**src/sv/stq_pkg.sv**
```systemverilog
// Shared types and codes of the sorted timer queue.
// Used by stq_cell, stq_ctrl and sorted_timer_queue_core; depends on nothing.
package stq_pkg;

  // Function codes of an input item
  localparam logic [1:0] FUNC_TICK  = 2'd0;
  localparam logic [1:0] FUNC_START = 2'd1;
  localparam logic [1:0] FUNC_STOP  = 2'd2;

  // Input item
  typedef struct packed {
    logic [1:0]  func;
    logic [3:0]  timer_id;
    logic [31:0] duration;
    logic [7:0]  priority_req;
  } in_item_t;

  // Result item
  typedef struct packed {
    logic       status;
    logic       fired;
    logic [3:0] fired_id;
    logic [4:0] queued_count;
  } out_item_t;

  // One queue slot: timer id, absolute deadline and tie-break rank
  typedef struct packed {
    logic        v;
    logic [3:0]  id;
    logic [31:0] dl;
    logic [7:0]  rank;
  } ent_t;

  // Token that walks the chain one cell per cycle.
  // ins = 0: drop pass, flag marks that the target was found.
  // ins = 1: insert pass, flag marks that the carried entry was placed.
  typedef struct packed {
    logic        v;
    logic        ins;
    logic [3:0]  target;
    logic        flag;
    logic [31:0] mine;
    ent_t        carry;
  } tok_t;

endpackage

```
**src/sv/stq_cell.sv**
```systemverilog
// One slot of the sorted timer chain plus the token stage that follows it.
// Depends on stq_pkg (ent_t, tok_t).
module stq_cell (
  input  logic             clk,
  input  logic             rst_n,
  input  logic [31:0]      now_ticks,
  input  logic [31:0]      max_duration,
  input  stq_pkg::tok_t    tok_in,
  input  stq_pkg::ent_t    right_ent,
  output stq_pkg::ent_t    ent,
  output stq_pkg::tok_t    tok_out
);

  stq_pkg::ent_t ent_r, ent_nxt;
  stq_pkg::tok_t tok_r, tok_nxt;

  logic [31:0] theirs_raw;
  logic [31:0] theirs;
  logic        goes_before;

  // Remaining time of the stored timer, overdue counts as zero
  assign theirs_raw = ent_r.dl - now_ticks;
  assign theirs     = (theirs_raw > max_duration) ? 32'd0 : theirs_raw;

  // Stored timer stays ahead of the carried one
  assign goes_before = (theirs < tok_in.mine) ||
                       ((theirs == tok_in.mine) && (ent_r.rank <= tok_in.carry.rank));

  // Act on the token passing through this cell
  always_comb begin
    ent_nxt = ent_r;
    tok_nxt = tok_in;
    if (tok_in.v) begin
      if (!tok_in.ins) begin
        // drop: from the match on, pull each slot from the right
        if (tok_in.flag || (ent_r.v && (ent_r.id == tok_in.target))) begin
          ent_nxt      = right_ent;
          tok_nxt.flag = 1'b1;
        end
      end else begin
        // insert: place once, then shift the rest right by swapping
        if (tok_in.flag) begin
          ent_nxt       = tok_in.carry;
          tok_nxt.carry = ent_r;
        end else if (!(ent_r.v && goes_before)) begin
          ent_nxt       = tok_in.carry;
          tok_nxt.carry = ent_r;
          tok_nxt.flag  = 1'b1;
        end
      end
    end
  end

  // Hold slot and token stage
  always_ff @(posedge clk) begin
    if (!rst_n) begin
      ent_r.v <= 1'b0;
      tok_r.v <= 1'b0;
    end else begin
      ent_r <= ent_nxt;
      tok_r <= tok_nxt;
    end
  end

  assign ent     = ent_r;
  assign tok_out = tok_r;

endmodule

```
**config.mk**
```make
export PLATFORM = sky130hd
export DESIGN_NAME = stq_cell
export DESIGN_NICKNAME = d
export VERILOG_FILES = /design/src/sv/stq_pkg.sv /design/src/sv/stq_cell.sv
export SDC_FILE = /design/constraint.sdc
export NUM_CORES = 1
export LEC_CHECK = 0
export BUFFER_PORTS_ARGS = -buffer_cell sky130_fd_sc_hd__buf_2
export CORE_UTILIZATION = 31
export DETAILED_ROUTE_END_ITERATION = 16
export PLACE_DENSITY = 0.59
export SLEW_MARGIN = 40
export SYNTH_ARGS = -nofsm -noshare
export SYNTH_HDL_FRONTEND = slang
export SYNTH_SLANG_ARGS = --single-unit
```
**constraint.sdc**
```tcl
create_clock -name clk -period 8.9 [get_ports clk]
set_clock_uncertainty 0.1 [all_clocks]
set_input_delay 0.445 -clock clk [delete_from_list [all_inputs] [get_ports clk]]
set_output_delay 0.445 -clock clk [all_outputs]
set_load 0.01 [all_outputs]
```
==> out/summary.md <==
The flow ran to the end, and the final reports show no timing, DRC or antenna violations. Tracing the worst setup path back leads to its startpoint at ent[8]. For this block, the routed nets add up to 27100 µm of wire. Maximum single-stage delay on the critical path: 0.60 ns. The worst setup slack after placement was 1.24 ns. For the overall routing resource usage, the log shows 0.181. The floorplan has 62 rows.

The tools report the post-cts hold buffer count as 0. The clock period could shrink to 7.66 ns. The sequential share of power was 0.361; the number of endpoints with negative hold slack in the final report was 0. After detailed placement, the total cell area comes to 0.0111 mm². STA classifies the critical path startpoint as a flip-flop.

The run gives 0 as the number of max-capacitance violations reported. After global routing the overflow that remains totals 0. The largest total area in the synthesized netlist belongs to sky130_fd_sc_hd__edfxtp_1. The cell count after synthesis came out at 809.

The post-synthesis net count was 1108; the final critical-path share of the clock period was 0.861. The width of the die is 173 µm. The signed area change from the synthesized netlist to the final layout works out to 28.9%. The root buffer cell is sky130_fd_sc_hd__clkbuf_16. The number of fill cells is 2831, and the mapped cell area is 0.00910 mm².

After clock tree synthesis, the repair step resized 0 gates. Setup slack on the worst flop-to-flop path: 1.24 ns. Across all hold checks on the routed design, the worst slack comes to 0.105 ns. For the worst-skew pair, the clock arrives at the later sink with an insertion delay of 0.43 ns. The initial antenna violation count is 6.

The routed wire length per instance is 17.6 µm, and the number of top-level pins is 324. For the endpoint required time on the critical path, the log shows 8.97 ns. The upper clock frequency limit was 130 MHz; the number of register bits inferred by synthesis was 129. The DRC violations left came out at 0. The count of nets left with antenna violations once routing finished came out at 0. The number of buffers and inverters on the critical path is 3. STA puts the critical path data arrival time at 7.74 ns.

The reported leakage power was 5.65 nW. The tools report the net count of the finished layout as 1435. Detailed-route vias per instance: 4.75.

The layout cell share with drive strength beyond 1 came out at 0.400. Portion of synthesized cell area occupied by the leading cell type: 0.419. The number of unique standard cell types used by synthesis is 57, and the maximum number of pins on one net before global-route repair is 49.

The highest net fanout along the worst path is 45, and the final count of pins violating max slew is 0. The worst setup path is captured at a flip-flop. TritonCTS built the clock tree. VDD sags by at most 0.0908 mV. Sum of internal, switching and leakage power: 2.03 mW. At the end of routability-driven placement, the weighted congestion stood at 0.855.

The count of clock tree sinks is 129, and the detailed-routing iteration count for the pre-antenna-repair pass is 5. The worst min-delay path startpoint is tok_in[52]. Post-CTS timing repair inserted 0 buffers for setup. The tools report the switching power of the nets as 0.635 mW.

Number of warnings reported in the yosys synthesis log: 0. The clock share of power was 0.361. The total clock buffers created by CTS is 17. The first global-routing pass estimated 41500 µm of wire. The tightest min-delay check is of the input pin to flip-flop type.

The total area inside the core boundary comes to 0.0288 mm². The via count of the first global-routing pass is 7564, and the setup TNS after final layout is 0 ns. The internal cell power came out at 1.40 mW.

The sum of net half-perimeters after detailed placement was 21500 µm; the switching part of the total was 0.312. Yosys mapped a number of flops with a built-in enable equal to 127. The combinational cell fraction of total power was 0.278.

The die height was 173 µm; the post-synthesis async set-or-reset flop share was 0. The clock passes through at most 2 buffers. The run gives 328 as the number of DRC markers in iteration 0. The most used flip-flop cell after synthesis is sky130_fd_sc_hd__edfxtp_1. The worst path meets setup with 1.24 ns of slack. The run gives 0.00471 mm² as the total area of multi-input combinational cells.

For the pin with the worst max-slew slack, the measured transition is 0.709 ns. Number of vias in the routed layout: 7290. By instance count, the leading cell after synthesis is sky130_fd_sc_hd__edfxtp_1. By startpoint and endpoint, the worst setup path is classified as flip-flop to flip-flop. Slowest cell on the critical path: sky130_fd_sc_hd__or4_4. The share of synthesized area occupied by flip-flops and latches was 0.423. The worst register-to-register path begins at ent[8]. Headroom to the max-slew limit: 0.527. In this run the number of H-tree levels came out at 4. The cell family contributing the most delay on the critical path is simple AND/OR/NAND/NOR gates. Ranked by instance count, the synthesized netlist is headed by 127 x sky130_fd_sc_hd__edfxtp_1, 113 x sky130_fd_sc_hd__inv_1, 103 x sky130_fd_sc_hd__ha_1. The most repeated library cell on the critical path was sky130_fd_sc_hd__ha_1. Clock input transition at the sequential cells of the worst setup and hold paths: 0.07 ns. The initial standard-cell utilization of the core is 0.316. The run gives 0.00385 mm² as the combined flip-flop and latch cell area. Number of buffers inserted by port buffering: 323. Sorting the synthesized cells by area gives the leading types as sky130_fd_sc_hd__edfxtp_1 42%, sky130_fd_sc_hd__ha_1 14%, sky130_fd_sc_hd__mux2_2 6.6%. The tools report the area of the die as 0.0301 mm².

Setup repair after global routing left no endpoint under its margin. The power per cell area came out at 173 mW/mm². The mean post-synth cell area was 11.3 µm²; the number of setup violations in the final report was 0. The run gives 0.0117 mm² as the final cell area excluding filler cells.
## final timing paths
kind,end,cells past startpoint
max,tok_out[3],30
min,tok_out[52],1
max reg2reg,tok_out[3],30
min reg2reg,tok_out[1],1
## cell families after synthesis
group	synth area share
flip-flops	0.423
multiplexers	0.130
buffers and inverters	0.0588
adder cells (fa/ha/maj)	0.144
XOR/XNOR	0.0308
AO/OA/AOI/OAI	0.115
AND/OR/NAND/NOR	0.0981
## state kept, by name (all words and copies together) (netlist names)
register  flops
tok_out      84
ent          45
## power by group through the flow
stage          clock network, mW  logic (mW)  registers (mW)
6_report                   0.734       0.566           0.733
5_1_grt                    0.772       0.636           0.738
4_1_cts                    0.755       0.571           0.734
3_5_place_dp                   0       0.568           0.747
3_3_place_gp                   0       0.559           0.746
2_1_floorplan                  0       0.357           0.764
## placed cells by master (no fill, tap or decap), drive strengths merged, types with 23 or more instances in the layout
master and instances:
ha 103, a21o 32, mux2 91, edfxtp 127, nor2b 33, nor2 26
nand2 25, o21ai 23, a21oi 54, inv 121, buf 327
## through the flow
step	utilization	cells
finish	0.408	1535
global route	0.407	1534
detailed placement	0.387	1501
global placement	0.386	1501
CTS	0.407	1533
floorplan	-	809
## per-layer routing
| layer | track usage | vias up | part of all wire |
|---|---|---|---|
| met5 | 0 | - | 0.0012 |
| li1 | - | 3614 | - |
| met4 | 0.0616 | 6 | 0.023 |
| met1 | 0.220 | 3407 | 0.43 |
| met2 | 0.312 | 223 | 0.49 |
| met3 | 0.0425 | 40 | 0.056 |
## layout make-up
class	count	share of cell area
timing repair buffer	327	0.141
antenna	2	0.000427
multi-input combinational	548	0.402
clock buffer	18	0.0366
clock inverter	14	0.0144
tap	384	0.0410
inverter	113	0.0362
sequential	129	0.329
Power figures use the tool's default switching activity.
