`config.mk`:
```
export PLATFORM = sky130hd
export DESIGN_NAME = stq_ctrl
export DESIGN_NICKNAME = d
export VERILOG_FILES = /design/src/sv/stq_pkg.sv /design/src/sv/stq_ctrl.sv
export SDC_FILE = /design/constraint.sdc
export NUM_CORES = 1
export LEC_CHECK = 0
export BUFFER_PORTS_ARGS = -buffer_cell sky130_fd_sc_hd__buf_2
export CAP_MARGIN = 20
export CORE_ASPECT_RATIO = 0.5
export CORE_UTILIZATION = 40
export CTS_CLUSTER_DIAMETER = 40
export DETAILED_ROUTE_END_ITERATION = 8
export SETUP_SLACK_MARGIN = 0.05
export SLEW_MARGIN = 25
export SYNTH_ARGS = -nofsm -noshare
export SYNTH_HDL_FRONTEND = slang
export SYNTH_SLANG_ARGS = --single-unit
```
`constraint.sdc`:
```
create_clock -name clk -period 16.1 [get_ports clk]
set_input_delay 1.61 -clock clk [delete_from_list [all_inputs] [get_ports clk]]
set_output_delay 1.61 -clock clk [all_outputs]
set_load 0.005 [all_outputs]
```
`src/sv/stq_pkg.sv`:
```
// Shared types and codes of the sorted timer queue.
// Used by stq_cell, stq_ctrl and sorted_timer_queue_core; depends on nothing.
package stq_pkg;

  // Function codes of an input item
  localparam logic [1:0] FUNC_TICK  = 2'd0;
  localparam logic [1:0] FUNC_START = 2'd1;
  localparam logic [1:0] FUNC_STOP  = 2'd2;

  // Input item
  typedef struct packed {
    logic [1:0]  func;
    logic [3:0]  timer_id;
    logic [31:0] duration;
    logic [7:0]  priority_req;
  } in_item_t;

  // Result item
  typedef struct packed {
    logic       status;
    logic       fired;
    logic [3:0] fired_id;
    logic [4:0] queued_count;
  } out_item_t;

  // One queue slot: timer id, absolute deadline and tie-break rank
  typedef struct packed {
    logic        v;
    logic [3:0]  id;
    logic [31:0] dl;
    logic [7:0]  rank;
  } ent_t;

  // Token that walks the chain one cell per cycle.
  // ins = 0: drop pass, flag marks that the target was found.
  // ins = 1: insert pass, flag marks that the carried entry was placed.
  typedef struct packed {
    logic        v;
    logic        ins;
    logic [3:0]  target;
    logic        flag;
    logic [31:0] mine;
    ent_t        carry;
  } tok_t;

endpackage

```
`src/sv/stq_ctrl.sv`:
```
// Sequencer of the sorted timer queue: time base, limit register, queue
// length, token launch into the cell chain and the result register.
// Depends on stq_pkg.
module stq_ctrl #(
  parameter int NUM_TIMERS = 16
) (
  input  logic                 clk,
  input  logic                 rst_n,
  input  logic                 in_valid,
  output logic                 in_stall,
  input  stq_pkg::in_item_t    in_data,
  output logic                 out_valid,
  input  logic                 out_stall,
  output stq_pkg::out_item_t   out_data,
  input  logic                 cfg_valid,
  output logic                 cfg_ready,
  input  logic [31:0]          cfg_data,
  input  stq_pkg::ent_t        head_ent,
  input  stq_pkg::tok_t        last_tok,
  output stq_pkg::tok_t        inj,
  output logic [31:0]          now_ticks,
  output logic [31:0]          max_duration
);

  localparam int LW = $clog2(NUM_TIMERS + 1);

  typedef enum logic [2:0] {
    S_IDLE,
    S_HEAD,
    S_DROP,
    S_INSERT,
    S_DONE
  } state_t;

  state_t             state_r, state_nxt;
  logic [31:0]        now_r, now_nxt;
  logic [31:0]        max_r, max_nxt;
  logic [LW-1:0]      len_r, len_nxt;
  stq_pkg::in_item_t  req_r, req_nxt;
  stq_pkg::tok_t      inj_r, inj_nxt;
  logic               status_r, status_nxt;
  logic               fired_r, fired_nxt;
  logic [3:0]         fired_id_r, fired_id_nxt;
  logic               out_valid_r, out_valid_nxt;
  stq_pkg::out_item_t out_r, out_nxt;

  logic        in_acc;
  logic        id_ok;
  logic        dur_bad;
  logic [31:0] head_raw;
  logic        head_due;

  assign in_acc  = in_valid && !in_stall;
  assign id_ok   = (32'(in_data.timer_id) < NUM_TIMERS);
  assign dur_bad = (in_data.duration == 32'd0) || (in_data.duration > max_r);

  // Head expires when its remaining time is zero or overdue
  assign head_raw = head_ent.dl - now_r;
  assign head_due = head_ent.v && ((head_raw == 32'd0) || (head_raw > max_r));

  // Sequence one item at a time and form the result
  always_comb begin
    state_nxt     = state_r;
    now_nxt       = now_r;
    max_nxt       = max_r;
    len_nxt       = len_r;
    req_nxt       = req_r;
    inj_nxt       = '0;
    status_nxt    = status_r;
    fired_nxt     = fired_r;
    fired_id_nxt  = fired_id_r;
    out_valid_nxt = out_valid_r;
    out_nxt       = out_r;
    if (cfg_valid && cfg_ready) begin
      max_nxt = cfg_data;
    end
    if (out_valid_r && !out_stall) begin
      out_valid_nxt = 1'b0;
    end
    unique case (state_r)
      S_IDLE: begin
        if (in_acc) begin
          req_nxt      = in_data;
          status_nxt   = 1'b0;
          fired_nxt    = 1'b0;
          fired_id_nxt = 4'd0;
          unique case (in_data.func)
            stq_pkg::FUNC_TICK: begin
              now_nxt   = now_r + 32'd1;
              state_nxt = S_HEAD;
            end
            stq_pkg::FUNC_START: begin
              if (dur_bad) begin
                status_nxt = 1'b1;
                state_nxt  = S_DONE;
              end else if (id_ok) begin
                inj_nxt.v      = 1'b1;
                inj_nxt.target = in_data.timer_id;
                state_nxt      = S_DROP;
              end else begin
                state_nxt = S_DONE;
              end
            end
            stq_pkg::FUNC_STOP: begin
              if (id_ok) begin
                inj_nxt.v      = 1'b1;
                inj_nxt.target = in_data.timer_id;
                state_nxt      = S_DROP;
              end else begin
                state_nxt = S_DONE;
              end
            end
            default: begin
              state_nxt = S_DONE;
            end
          endcase
        end
      end
      S_HEAD: begin
        if (head_due) begin
          fired_nxt      = 1'b1;
          fired_id_nxt   = head_ent.id;
          inj_nxt.v      = 1'b1;
          inj_nxt.target = head_ent.id;
          state_nxt      = S_DROP;
        end else begin
          state_nxt = S_DONE;
        end
      end
      S_DROP: begin
        // wait for the token to leave the last cell
        if (last_tok.v) begin
          if (last_tok.flag) begin
            len_nxt = len_r - LW'(1);
          end
          if (req_r.func == stq_pkg::FUNC_START) begin
            inj_nxt.v          = 1'b1;
            inj_nxt.ins        = 1'b1;
            inj_nxt.mine       = req_r.duration;
            inj_nxt.carry.v    = 1'b1;
            inj_nxt.carry.id   = req_r.timer_id;
            inj_nxt.carry.dl   = now_r + req_r.duration;
            inj_nxt.carry.rank = req_r.priority_req;
            state_nxt          = S_INSERT;
          end else begin
            state_nxt = S_DONE;
          end
        end
      end
      S_INSERT: begin
        if (last_tok.v) begin
          len_nxt   = len_r + LW'(1);
          state_nxt = S_DONE;
        end
      end
      S_DONE: begin
        // load the result once the output slot is free
        if (!out_valid_r || !out_stall) begin
          out_nxt.status       = status_r;
          out_nxt.fired        = fired_r;
          out_nxt.fired_id     = fired_id_r;
          out_nxt.queued_count = 5'(len_r);
          out_valid_nxt        = 1'b1;
          state_nxt            = S_IDLE;
        end
      end
      default: begin
        state_nxt = S_IDLE;
      end
    endcase
  end

  // Hold sequencer state and the result register
  always_ff @(posedge clk) begin
    if (!rst_n) begin
      state_r     <= S_IDLE;
      now_r       <= 32'd0;
      max_r       <= 32'd2147483647;
      len_r       <= '0;
      inj_r       <= '0;
      out_valid_r <= 1'b0;
    end else begin
      state_r     <= state_nxt;
      now_r       <= now_nxt;
      max_r       <= max_nxt;
      len_r       <= len_nxt;
      req_r       <= req_nxt;
      inj_r       <= inj_nxt;
      status_r    <= status_nxt;
      fired_r     <= fired_nxt;
      fired_id_r  <= fired_id_nxt;
      out_valid_r <= out_valid_nxt;
      out_r       <= out_nxt;
    end
  end

  // Take a limit write only between items, and hold the input off while one is offered
  assign in_stall     = (state_r != S_IDLE) || cfg_valid;
  assign cfg_ready    = (state_r == S_IDLE);
  assign out_valid    = out_valid_r;
  assign out_data     = out_r;
  assign inj          = inj_r;
  assign now_ticks    = now_r;
  assign max_duration = max_r;

  // Queue never holds more timers than cells
  a_len_bound: assert property (@(posedge clk) disable iff (!rst_n)
    32'(len_r) <= NUM_TIMERS)
    else $error("queue length exceeds cell count");

  // A token leaves the chain only while a pass is under way
  a_tok_state: assert property (@(posedge clk) disable iff (!rst_n)
    last_tok.v |-> (state_r == S_DROP) || (state_r == S_INSERT))
    else $error("token left chain outside a pass");

  // An insert pass always finds a place
  a_ins_placed: assert property (@(posedge clk) disable iff (!rst_n)
    (last_tok.v && last_tok.ins) |-> last_tok.flag)
    else $error("insert pass left entry unplaced");

  // Each pass is launched with a single token
  a_inj_pulse: assert property (@(posedge clk) disable iff (!rst_n)
    inj_r.v |=> !inj_r.v)
    else $error("token launched on two cycles in a row");

endmodule

```
==> results.md, run 1 <==
* Leakage power summed over all cells at 7.10 nW
* DRC violations left at 0
* Actual slew at the worst max-slew pin at 1.11 ns
* Min cycle time layout at 6.46 ns
* Post-synthesis cell type with the largest combined area: dfxtp_1
* Sequential fraction of the synthesis area at 0.404
* Average vias per placed instance at 5.30
* Effective utilization at floorplan at 0.407
* Top achievable clock speed at 155 MHz
* Worst vdd ir at 0.0675 mV
* Worst setup path category: input pin to register
* R2R setup slack at 10.26 ns
* Number of cells traversed by the worst register-to-register path at 22
* Class of the most critical hold timing path: register to register
* Most common cell after layout, fill and taps aside: buf_2
* Setup slack of the critical path after layout at 9.64 ns
* Max cap viols at 0
* Critical Path Source Type: input pin
* Crit path max fanout at 6
* Hold bufs inserted after CTS at 0
* RSZ-0062 raised after global routing: false
* Number of synthesized register bits at 218
* Fraction of final layout cells with drive strength greater than 1 at 0.215
* Core outline area at 30300 um^2
* Count of yosys warnings during synthesis at 0
* Depth of the worst hold-timing path at 0
* Root buffer selected by CTS: clkbuf_16
* Setup Buffers After CTS at 0
* Number of vias after detailed routing at 10729
* Max Clock Skew at 0.0261 ns
* Total Power Consumption at 1.44 mW
* Detailed Route WL at 36500 um
* Die outline height at 126 um
* Accumulated negative setup slack at 0 ns
* Yosys top cell area share at 0.251
* Startpoint of the most critical setup path: head_ent[14]
* Data required time at the worst endpoint at 16.27 ns
* Global-route congestion overflow total at 0
* Number of flops mapped to enable cells by yosys at 63
* DR WL/cell at 18.0 um
* Critical hold path startpoint: fired_id_r[0]
* Synthesized instance count at 1327
* Row count at 45
* Endpoint of the worst hold-timing path: out_data[5]
* Post-DP Area at 14200 um^2
* Distinct cells, synth at 74
* Critical path endpoint category: register
* Final setup fails at 0
* Diodes inserted at 0
* Most instantiated flip-flop cell in the synthesis netlist: dfxtp_1
* Number of design-rule violations left by the first detailed-router iteration at 687
* Final Hold Violating Endpoints at 0
* Clock latency on the worst-skew pair at 0.55 ns
* H-tree lvl count at 1
* Slew Limit Fails at 0
* Top library cells by usage in the layout, fill and taps aside: buf_2, dfxtp_1, ha_1
* Arrival time at the worst endpoint at 6.63 ns
* Largest net degree at the start of global routing at 120
* Half-perimeter wire length after detailed placement at 29000 um
* Cell types occupying the most area after synthesis: dfxtp_1, edfxtp_1, ha_1
* Maximum number of buffers from clock root to sink at 3
* Dpl ws at 9.16 ns
* Area of all placed cells without fillers at 15100 um^2
* Vias in the first global route at 10457
* Clock input transition at the sequential cells of the worst setup and hold paths at 0.06 ns
* Number of nets in the synthesized netlist at 1677
* First-pass GRT wire length at 56500 um
* Reg2reg start: now_ticks[6]
* First-pass iteration count of the detailed router at 5
* Global-route usage over all layers at 0.226
* Placer congestion estimate at 0.961
* Mapped cell area at 12400 um^2
* Reg2reg end: fired_id_r[0]
* Post-DRT Antenna Nets at 0
* TritonCTS clock tree: built
* I/O pin count at 374
* Antenna violations before repair at 1
* Slew Limit Headroom at 0.249
* Area growth, synth to finish at 22.5%
* # clock sinks at 218
* Die footprint at 31600 um^2
* Post-synthesis average cell area at 9.31 um^2
* Post-route fraction of the period consumed by the critical path at 0.401
* Share of async-settable or async-resettable flops after synthesis at 0
* Outcome: completed
* Overall die width at 251 um
* Number of buffers created by CTS at 26
* Input/output buffers at 282
* Power density cells at 95.1 nW/um^2
* CTS-repair resized insts at 0
* Count of nets after finishing at 1955
synthesized netlist by cell type (7+ instances only):
cell        n
xor2_1     22
and3_1     49
edfxtp_1   63
nand3_1    22
dfxtp_1   155
ha_1      135
nor4_1     20
a211oi_1   11
nor3_1     30
o21a_1     11
and2_1     47
nand4_1    30
or3_1       9
nor2_1     89
nand2_1   107
xnor2_1    60
a31oi_1     7
nor2b_1    19
o211ai_1   42
a21o_1     38
inv_1      91
o21ai_0    42
clkbuf_1   35
o21bai_1    9
a21oi_1    76
nand2b_1   17
final cells by class:
class / instances / area [um^2]
clock buffers: 35 / 748
clock inverters: 13 / 214
fillers: 2929 / 15200
inverters: 91 / 342
multi-input cells: 981 / 6880
flip-flops and latches: 218 / 4990
well taps: 399 / 499
repair buffers: 287 / 1450
state kept, by name, summed over array words and instances (netlist names):
register / cells
fired_id_r: 4
fired_r: 1
inj: 82
len_r: 5
max_duration: 32
now_ticks: 32
out_data: 11
out_valid: 1
req_r: 46
state_r: 3
status_r: 1
metal layers:
| layer | share of wire | track usage |
|---|---|---|
| met5 | 0.00041 | 0 |
| met4 | 0.028 | 0.0711 |
| met3 | 0.046 | 0.0382 |
| met2 | 0.46 | 0.372 |
| met1 | 0.47 | 0.303 |
cells by family (layout without fill, tap and decap cells):
kind of cell,after synthesis,count (layout),synth area share
buf+inv,128,426,0.0395
fa+ha+maj,138,138,0.142
other cells,1,1,0.000304
simple gates,463,463,0.193
flops,218,218,0.404
compound gates,291,291,0.158
xor+xnor,82,82,0.0581
mux,6,6,0.00496
critical path, stage by stage:
cell,delay [ns]
buf_2,0.12
ha_1,0.38
a211o_1,0.31
a2111oi_0,0.34
or3_1,0.26
nand4_1,0.18
and2_1,0.24
a41oi_1,0.27
o21ai_0,0.16
xnor2_1,0.35
ha_1,0.20
nand4_1,0.13
nor2_1,0.14
nor4b_1,0.44
nand2_1,0.21
nor2_1,0.13
o31ai_1,0.09
nand4_1,0.11
o211ai_1,0.18
o41ai_2,0.14
nand2_1,0.17
a21boi_1,0.44
per-stage QoR:
stage                      util  hold slack (ns)  instances
final                     0.499            0.424       2024
after global routing      0.499            0.429       2024
after CTS                 0.498            0.428       2024
after detailed placement  0.467            0.413       1976
after global placement    0.467            0.407       1976
after floorplan               -            0.400       1327
worst max path at each step:
stage	depth (start not counted)	endpoint	slack, ns
2_1_floorplan	3	req_r[0]	10.24
3_3_place_gp	22	fired_id_r[2]	9.25
3_5_place_dp	22	fired_id_r[2]	9.16
4_1_cts	22	fired_id_r[2]	9.69
5_1_grt	22	fired_id_r[2]	9.20
6_report	22	fired_id_r[0]	9.64
where the power goes:
part           total (mW)  switching, mW  internal [mW]
Sequential          0.589        0.00926          0.580
Combinational       0.195          0.116         0.0791
Clock               0.655          0.245          0.410
(Power assumes the default switching activity.)
==> run 2: changes to the inputs <==
Clock period 16.1 ns to 6.1 ns, I/O delays scaled along.
==> run 2 against run 1 <==
Via count grew 0.15%. Count of clock-buffer cells in the layout shrank 2. Highest routed layer unchanged. Largest power group is now sequential cells. Sequential power grew to 2.6 times the previous value. Total power grew 150%. Critical path type is now register to register.
==> results.md, run 2 (same netlist as run 1, synthesis figures left out) <==
* Worst hold margin at 0.228 ns (was 0.424 ns)
* Global-route track usage on met1 at 0.302 (was 0.303)
* Core outline area at 30300 um^2 (unchanged)
* Detailed Route WL at 36000 um (was 36500 um)
* Leakage power summed over all cells at 7.05 nW (was 7.10 nW)
* First-pass GRT wire length at 56400 um (was 56500 um)
* Number of buffers created by CTS at 25 (was 26)
* Row count at 45 (unchanged)
* Critical path endpoint category: register (unchanged)
* DRC violations left at 0 (unchanged)
* Filler-free cell count of the finished design at 2026 (was 2024)
* DR WL/cell at 17.8 um (was 18.0 um)
* Effective utilization at floorplan at 0.407 (unchanged)
* Count of nets after finishing at 1956 (was 1955)
* Worst vdd ir at 0.220 mV (was 0.0675 mV)
* Root buffer selected by CTS: clkbuf_16 (unchanged)
* Post-route fraction of the period consumed by the critical path at 0.887
* Power density cells at 237 nW/um^2 (was 95.1 nW/um^2)
* Min cycle time layout at 5.41 ns
* Vias in the first global route at 10393 (was 10457)
* Top library cells by usage in the layout, fill and taps aside: buf_2, dfxtp_1, ha_1 (unchanged)
* Busiest layer in global routing: met2 (unchanged)
* Number of vias after detailed routing at 10745 (was 10729)
* Sw Ratio at 0.275 (was 0.257)
* Average vias per placed instance at 5.30 (about the same)
* H-tree lvl count at 1 (unchanged)
* Fraction of power consumed by sequential logic at 0.437 (was 0.409)
* Area of all placed cells without fillers at 15000 um^2 (was 15100 um^2)
* Half-perimeter wire length after detailed placement at 28600 um (was 29000 um)
* Top achievable clock speed at 185 MHz
* RSZ-0062 raised after global routing: false (unchanged)
* Inst Count DP at 1978 (was 1976)
* Slew Limit Fails at 0 (unchanged)
* Met3 Use GR at 0.0374 (was 0.0382)
* Met2 demand-to-capacity share in global routing at 0.377 (was 0.372)
* Overall die width at 251 um (unchanged)
* Most common cell after layout, fill and taps aside: buf_2 (unchanged)
* Placer congestion estimate at 0.935 (was 0.961)
* Die outline height at 126 um (unchanged)
* Final Hold Violating Endpoints at 0 (unchanged)
* Final setup fails at 0 (unchanged)
* Global-route usage over all layers at 0.224 (was 0.226)
* First-pass iteration count of the detailed router at 5 (unchanged)
* Accumulated negative setup slack at 0 ns (unchanged)
* Total net switching power at 0.978 mW (was 0.370 mW)
* Post-DP Area at 14200 um^2 (about the same)
* Crit path max fanout at 6 (unchanged)
* Clock input transition at the sequential cells of the worst setup and hold paths at 0.07 ns (was 0.06 ns)
* Global-route congestion overflow total at 0 (unchanged)
* Startpoint of the most critical setup path: now_ticks[6] (was head_ent[14])
* Reg2reg start: now_ticks[6] (unchanged)
* Proportion of power drawn by the clock network at 0.418 (was 0.455)
* Outcome: completed (unchanged)
* Data required time at the worst endpoint at 6.33 ns (was 16.27 ns)
* Maximum number of buffers from clock root to sink at 3 (unchanged)
* Input/output buffers at 282 (unchanged)
* Clock latency on the worst-skew pair at 0.55 ns (about the same)
* Number of design-rule violations left by the first detailed-router iteration at 764 (was 687)
* Cell Int Power at 2.58 mW (was 1.07 mW)
* Worst setup path category: register to register (was input pin to register)
* Fill cells at 2924 (was 2929)
* Actual slew at the worst max-slew pin at 0.882 ns (was 1.11 ns)
* TritonCTS clock tree: built (unchanged)
* Critical Path Source Type: register (was input pin)
* Max FFs per register at 82 (unchanged)
* Critical hold path startpoint: in_data[6] (was fired_id_r[0])
* Max cap viols at 0 (unchanged)
* Slew Limit Headroom at 0.404 (was 0.249)
* Arrival time at the worst endpoint at 5.64 ns (was 6.63 ns)
* Largest net degree at the start of global routing at 114 (was 120)
* Logic pwr share at 0.145 (was 0.136)
* Max Clock Skew at 0.0312 ns (was 0.0261 ns)
* Post-DRT Antenna Nets at 0 (unchanged)
* I/O pin count at 374 (unchanged)
* Class of the most critical hold timing path: input pin to register (was register to register)
* Setup Buffers After CTS at 0 (unchanged)
* Fraction of final layout cells with drive strength greater than 1 at 0.216 (was 0.215)
* Die footprint at 31600 um^2 (unchanged)
* Antenna violations before repair at 3 (was 1)
* # clock sinks at 218 (unchanged)
* Area growth, synth to finish at 21.5% (was 22.5%)
==> run 2: cell count changes in the layout (fill, tap and decap cells not counted), moves of 2 or more <==
cell       delta
bufinv_16     -4
diode_2       +2
clkbuf_16     -4
inv_8         -2
inv_6         +3
buf_4         +2
clkinv_4      +3
==> run 2: final timing paths <==
kind,end,depth (start not counted),slack (ns)
hold / removal,req_r[6],1,0.23
setup / recovery,fired_id_r[0],22,0.69
setup reg to reg,fired_id_r[0],22,0.69
hold reg to reg,out_data[7],0,0.43
==> run 2: per-stage QoR <==
step	power, mW	setup WS, ns	util
2_1_floorplan	1.90	0.852	-
5_1_grt	3.73	0.140	0.495
4_1_cts	3.59	0.445	0.494
6_report	3.55	0.689	0.495
3_5_place_dp	2.09	0.270	0.467
3_3_place_gp	2.07	0.390	0.467
==> run 2: metal layers <==
layer | share of wire | wire length (um) | vias to the layer above
met5 | 0.00022 | 8 | -
met4 | 0.020 | 714 | 2
met3 | 0.053 | 1930 | 48
met2 | 0.47 | 16900 | 278
met1 | 0.46 | 16500 | 5067
li1 | - | - | 5350
==> run 2: cell type report <==
class / instances / area, um^2 / area share
flip-flops and latches: 218 / 4990 / 0.333
clock inverters: 13 / 150 / 0.0100
diodes: 2 / 5.00 / 0.000333
clock buffers: 33 / 666 / 0.0443
inverters: 91 / 342 / 0.0228
well taps: 399 / 499 / 0.0333
multi-input cells: 981 / 6890 / 0.459
repair buffers: 289 / 1470 / 0.0978
==> run 2: timing repair <==
item | 4_1_cts | 5_1_grt
endpoints found under the setup margin | 0 | 5
gates resized for setup | 0 | 2
hold buffers | 0 | 0
==> run 2: power groups by stage <==
| stage | sequential [mW] | clock (mW) | combinational (mW) |
|---|---|---|---|
| floorplan | 1.58 | 0 | 0.324 |
| global placement | 1.58 | 0 | 0.490 |
| detailed placement | 1.59 | 0 | 0.507 |
| CTS | 1.55 | 1.52 | 0.511 |
| global route | 1.56 | 1.60 | 0.577 |
| finish | 1.55 | 1.49 | 0.515 |
==> run 2: critical path, cell delays in order, from the launching register on <==
cell and delay, ns:
dfxtp_1 0.46, inv_1 0.10, ha_1 0.36, a211o_1 0.31, a2111oi_0 0.37, or3_1 0.26, nand4_1 0.20, and2_1 0.25
a41oi_1 0.23, o21ai_0 0.15, xnor2_1 0.20, ha_1 0.32, nand4_1 0.15, nor2_1 0.14, nor4b_2 0.27, nand2_1 0.18
nor2_1 0.13, o31ai_1 0.10, nand4_1 0.12, o211ai_1 0.17, o41ai_2 0.14, nand2_1 0.18, a21boi_2 0.32
==> run 3: changes to the inputs <==
--- a/config.mk
+++ b/config.mk
@@ -11,2 +11,3 @@
 export CORE_UTILIZATION = 40
+export CTS_BUF_LIST = sky130_fd_sc_hd__clkbuf_8 sky130_fd_sc_hd__clkbuf_16
 export CTS_CLUSTER_DIAMETER = 40
--- a/constraint.sdc
+++ b/constraint.sdc
@@ -3,2 +3,2 @@
 set_output_delay 0.61 -clock clk [all_outputs]
-set_load 0.005 [all_outputs]
+set_load 0.01 [all_outputs]
==> run 3 against run 2 <==
Routed wire length about the same. Count of clock-buffer cells in the layout shrank 7. Sequential share of layout area unchanged. Clock power about the same. Core utilization stayed put. Critical path type unchanged. Highest routed layer unchanged.
==> results.md, run 3 (same netlist as run 1, synthesis figures left out) <==
* Critical hold path startpoint: in_data[6] (unchanged)
* Maximum number of buffers from clock root to sink at 3 (unchanged)
* Slowest cell on the critical path: dfxtp_1 (unchanged)
* Post-DRT Antenna Nets at 0 (unchanged)
* Slew Limit Headroom at 0.405 (was 0.404)
* Count of nets after finishing at 1956 (unchanged)
* Overall die width at 251 um (unchanged)
* Final Hold Violating Endpoints at 0 (unchanged)
* Arrival time at the worst endpoint at 5.65 ns (was 5.64 ns)
* Leakage power summed over all cells at 7.07 nW (was 7.05 nW)
* Input/output buffers at 282 (unchanged)
* Top library cells by usage in the layout, fill and taps aside: buf_2, dfxtp_1, ha_1 (unchanged)
* Placer congestion estimate at 0.935 (unchanged)
* Vias in the first global route at 10393 (unchanged)
* Setup Buffers After CTS at 0 (unchanged)
* Reg2reg start: now_ticks[6] (unchanged)
* Worst setup path category: register to register (unchanged)
* Die outline height at 126 um (unchanged)
* Sw Ratio at 0.278 (was 0.275)
* Number of cells traversed by the worst register-to-register path at 22 (unchanged)
* Max Clock Skew at 0.0314 ns (was 0.0312 ns)
* Crit path max fanout at 6 (unchanged)
* Fraction of final layout cells with drive strength greater than 1 at 0.216 (unchanged)
* Die footprint at 31600 um^2 (unchanged)
* Reg2reg end: fired_id_r[0] (unchanged)
* Post-route fraction of the period consumed by the critical path at 0.888 (was 0.887)
* Total net switching power at 0.989 mW (was 0.978 mW)
* H-tree lvl count at 1 (unchanged)
* Maximum cell stage delay along the critical path at 0.46 ns (about the same)
* Largest net degree at the start of global routing at 114 (unchanged)
* Max cap viols at 0 (unchanged)
* Hold bufs inserted after CTS at 0 (unchanged)
* First-pass GRT wire length at 56400 um (unchanged)
* Slew Limit Fails at 0 (unchanged)
* TritonCTS clock tree: built (unchanged)
* Final setup fails at 0 (unchanged)
* Final Util at 0.495 (unchanged)
* Core outline area at 30300 um^2 (unchanged)
* First-pass iteration count of the detailed router at 5 (unchanged)
* Endpoint of the worst hold-timing path: req_r[6] (unchanged)
* Row count at 45 (unchanged)
* I/O pin count at 374 (unchanged)
* Area growth, synth to finish at 21.5% (unchanged)
* R2R setup slack at 0.69 ns (about the same)
* DR WL/cell at 17.8 um (about the same)
* Cell-by-cell listing of the critical path: inv_1 -> ha_1 -> a211o_1 -> a2111oi_0 -> or3_1 -> nand4_1 -> and2_1 -> a41oi_1 -> o21ai_0 -> xnor2_1 -> ha_1 -> nand4_1 -> nor2_1 -> nor4b_2 -> nand2_1 -> nor2_1 -> o31ai_1 -> nand4_1 -> o211ai_1 -> o41ai_2 -> nand2_1 -> a21boi_2 (unchanged)
* Antenna violations before repair at 3 (unchanged)
* Accumulated negative setup slack at 0 ns (unchanged)
* RSZ-0062 raised after global routing: false (unchanged)
* Effective utilization at floorplan at 0.407 (unchanged)
* Number of design-rule violations left by the first detailed-router iteration at 771 (was 764)
* Logic pwr share at 0.148 (was 0.145)
* Outcome: completed (unchanged)
* Data required time at the worst endpoint at 6.33 ns (about the same)
* Clock latency on the worst-skew pair at 0.56 ns (was 0.55 ns)
* Power density cells at 237 nW/um^2 (about the same)
* Proportion of power drawn by the clock network at 0.415 (was 0.418)
* Number of buffers created by CTS at 25 (unchanged)
* Root buffer selected by CTS: clkbuf_16 (unchanged)
* Critical path endpoint category: register (unchanged)
* Fraction of power consumed by sequential logic at 0.437 (about the same)
* Number of vias after detailed routing at 10734 (was 10745)
* Min cycle time layout at 5.41 ns (about the same)
* Global-route congestion overflow total at 0 (unchanged)
* Average vias per placed instance at 5.30 (about the same)
* Critical Path Source Type: register (unchanged)
* CTS-repair resized insts at 0 (unchanged)
* Fill cells at 2924 (unchanged)
* Global-route usage over all layers at 0.224 (unchanged)
* Depth of the worst hold-timing path at 1 (unchanged)
* Class of the most critical hold timing path: input pin to register (unchanged)
* Detailed Route WL at 36100 um (was 36000 um)
* Top achievable clock speed at 185 MHz (about the same)
* Actual slew at the worst max-slew pin at 0.882 ns (about the same)
* Most prevalent standard cell on the critical path: nand4_1 (unchanged)
* DRC violations left at 0 (unchanged)
* # clock sinks at 218 (unchanged)
* Cell Int Power at 2.57 mW (was 2.58 mW)
* Most common cell after layout, fill and taps aside: buf_2 (unchanged)
* Clock input transition at the sequential cells of the worst setup and hold paths at 0.07 ns (about the same)
* Half-perimeter wire length after detailed placement at 28600 um (unchanged)
* Worst vdd ir at 0.220 mV (about the same)
* Max FFs per register at 82 (unchanged)
==> run 3: power groups by stage <==
stage	Clock, mW	Sequential (mW)	Combinational (mW)
after floorplan	0	1.59	0.325
after global placement	0	1.58	0.500
after detailed placement	0	1.59	0.517
after CTS	1.51	1.55	0.521
after global routing	1.59	1.56	0.587
final	1.48	1.55	0.526
==> run 3: cell type report <==
class	count	area [um^2]	area share
inverters	91	342	0.0228
flip-flops and latches	218	4990	0.333
clock inverters	20	176	0.0117
diodes	2	5.00	0.000333
repair buffers	289	1470	0.0978
well taps	399	499	0.0333
clock buffers	26	639	0.0426
multi-input cells	981	6890	0.459
==> run 3: through the flow <==
step / hold slack, ns / std cells / total power, mW / cell area, um^2 / worst slack (ns)
final: 0.227 / 2026 / 3.55 / 15000 / 0.686
after global routing: 0.198 / 2025 / 3.73 / 15000 / 0.140
after CTS: 0.207 / 2024 / 3.59 / 15000 / 0.445
after detailed placement: 0.411 / 1978 / 2.10 / 14200 / 0.270
after global placement: 0.407 / 1978 / 2.08 / 14200 / 0.390
after floorplan: 0.400 / 1327 / 1.91 / 12400 / 0.675
==> run 3: how the worst max path moves through the flow <==
stage	start	to	slack [ns]	depth (start not counted)
final	now_ticks[6]	fired_id_r[0]	0.69	22
after global routing	now_ticks[6]	fired_r	0.14	22
after CTS	now_ticks[6]	fired_id_r[0]	0.45	22
after detailed placement	head_ent[15]	fired_id_r[2]	0.27	22
after global placement	head_ent[14]	fired_id_r[2]	0.39	22
after floorplan	state_r[0]	req_r[0]	0.67	5
==> run 3: critical path: cells and delay by family, from the launching register on <==
kind | cells | cell delay (ns)
buf+inv | 1 | 0.10
fa+ha+maj | 2 | 0.68
flops | 1 | 0.46
xor+xnor | 1 | 0.20
simple gates | 10 | 1.88
compound gates | 8 | 1.79
==> run 3: per-layer routing <==
layer	global-route usage	part of all wire
met2	0.377	0.47
met5	0	0.00022
met4	0.0512	0.020
met1	0.302	0.46
met3	0.0374	0.053
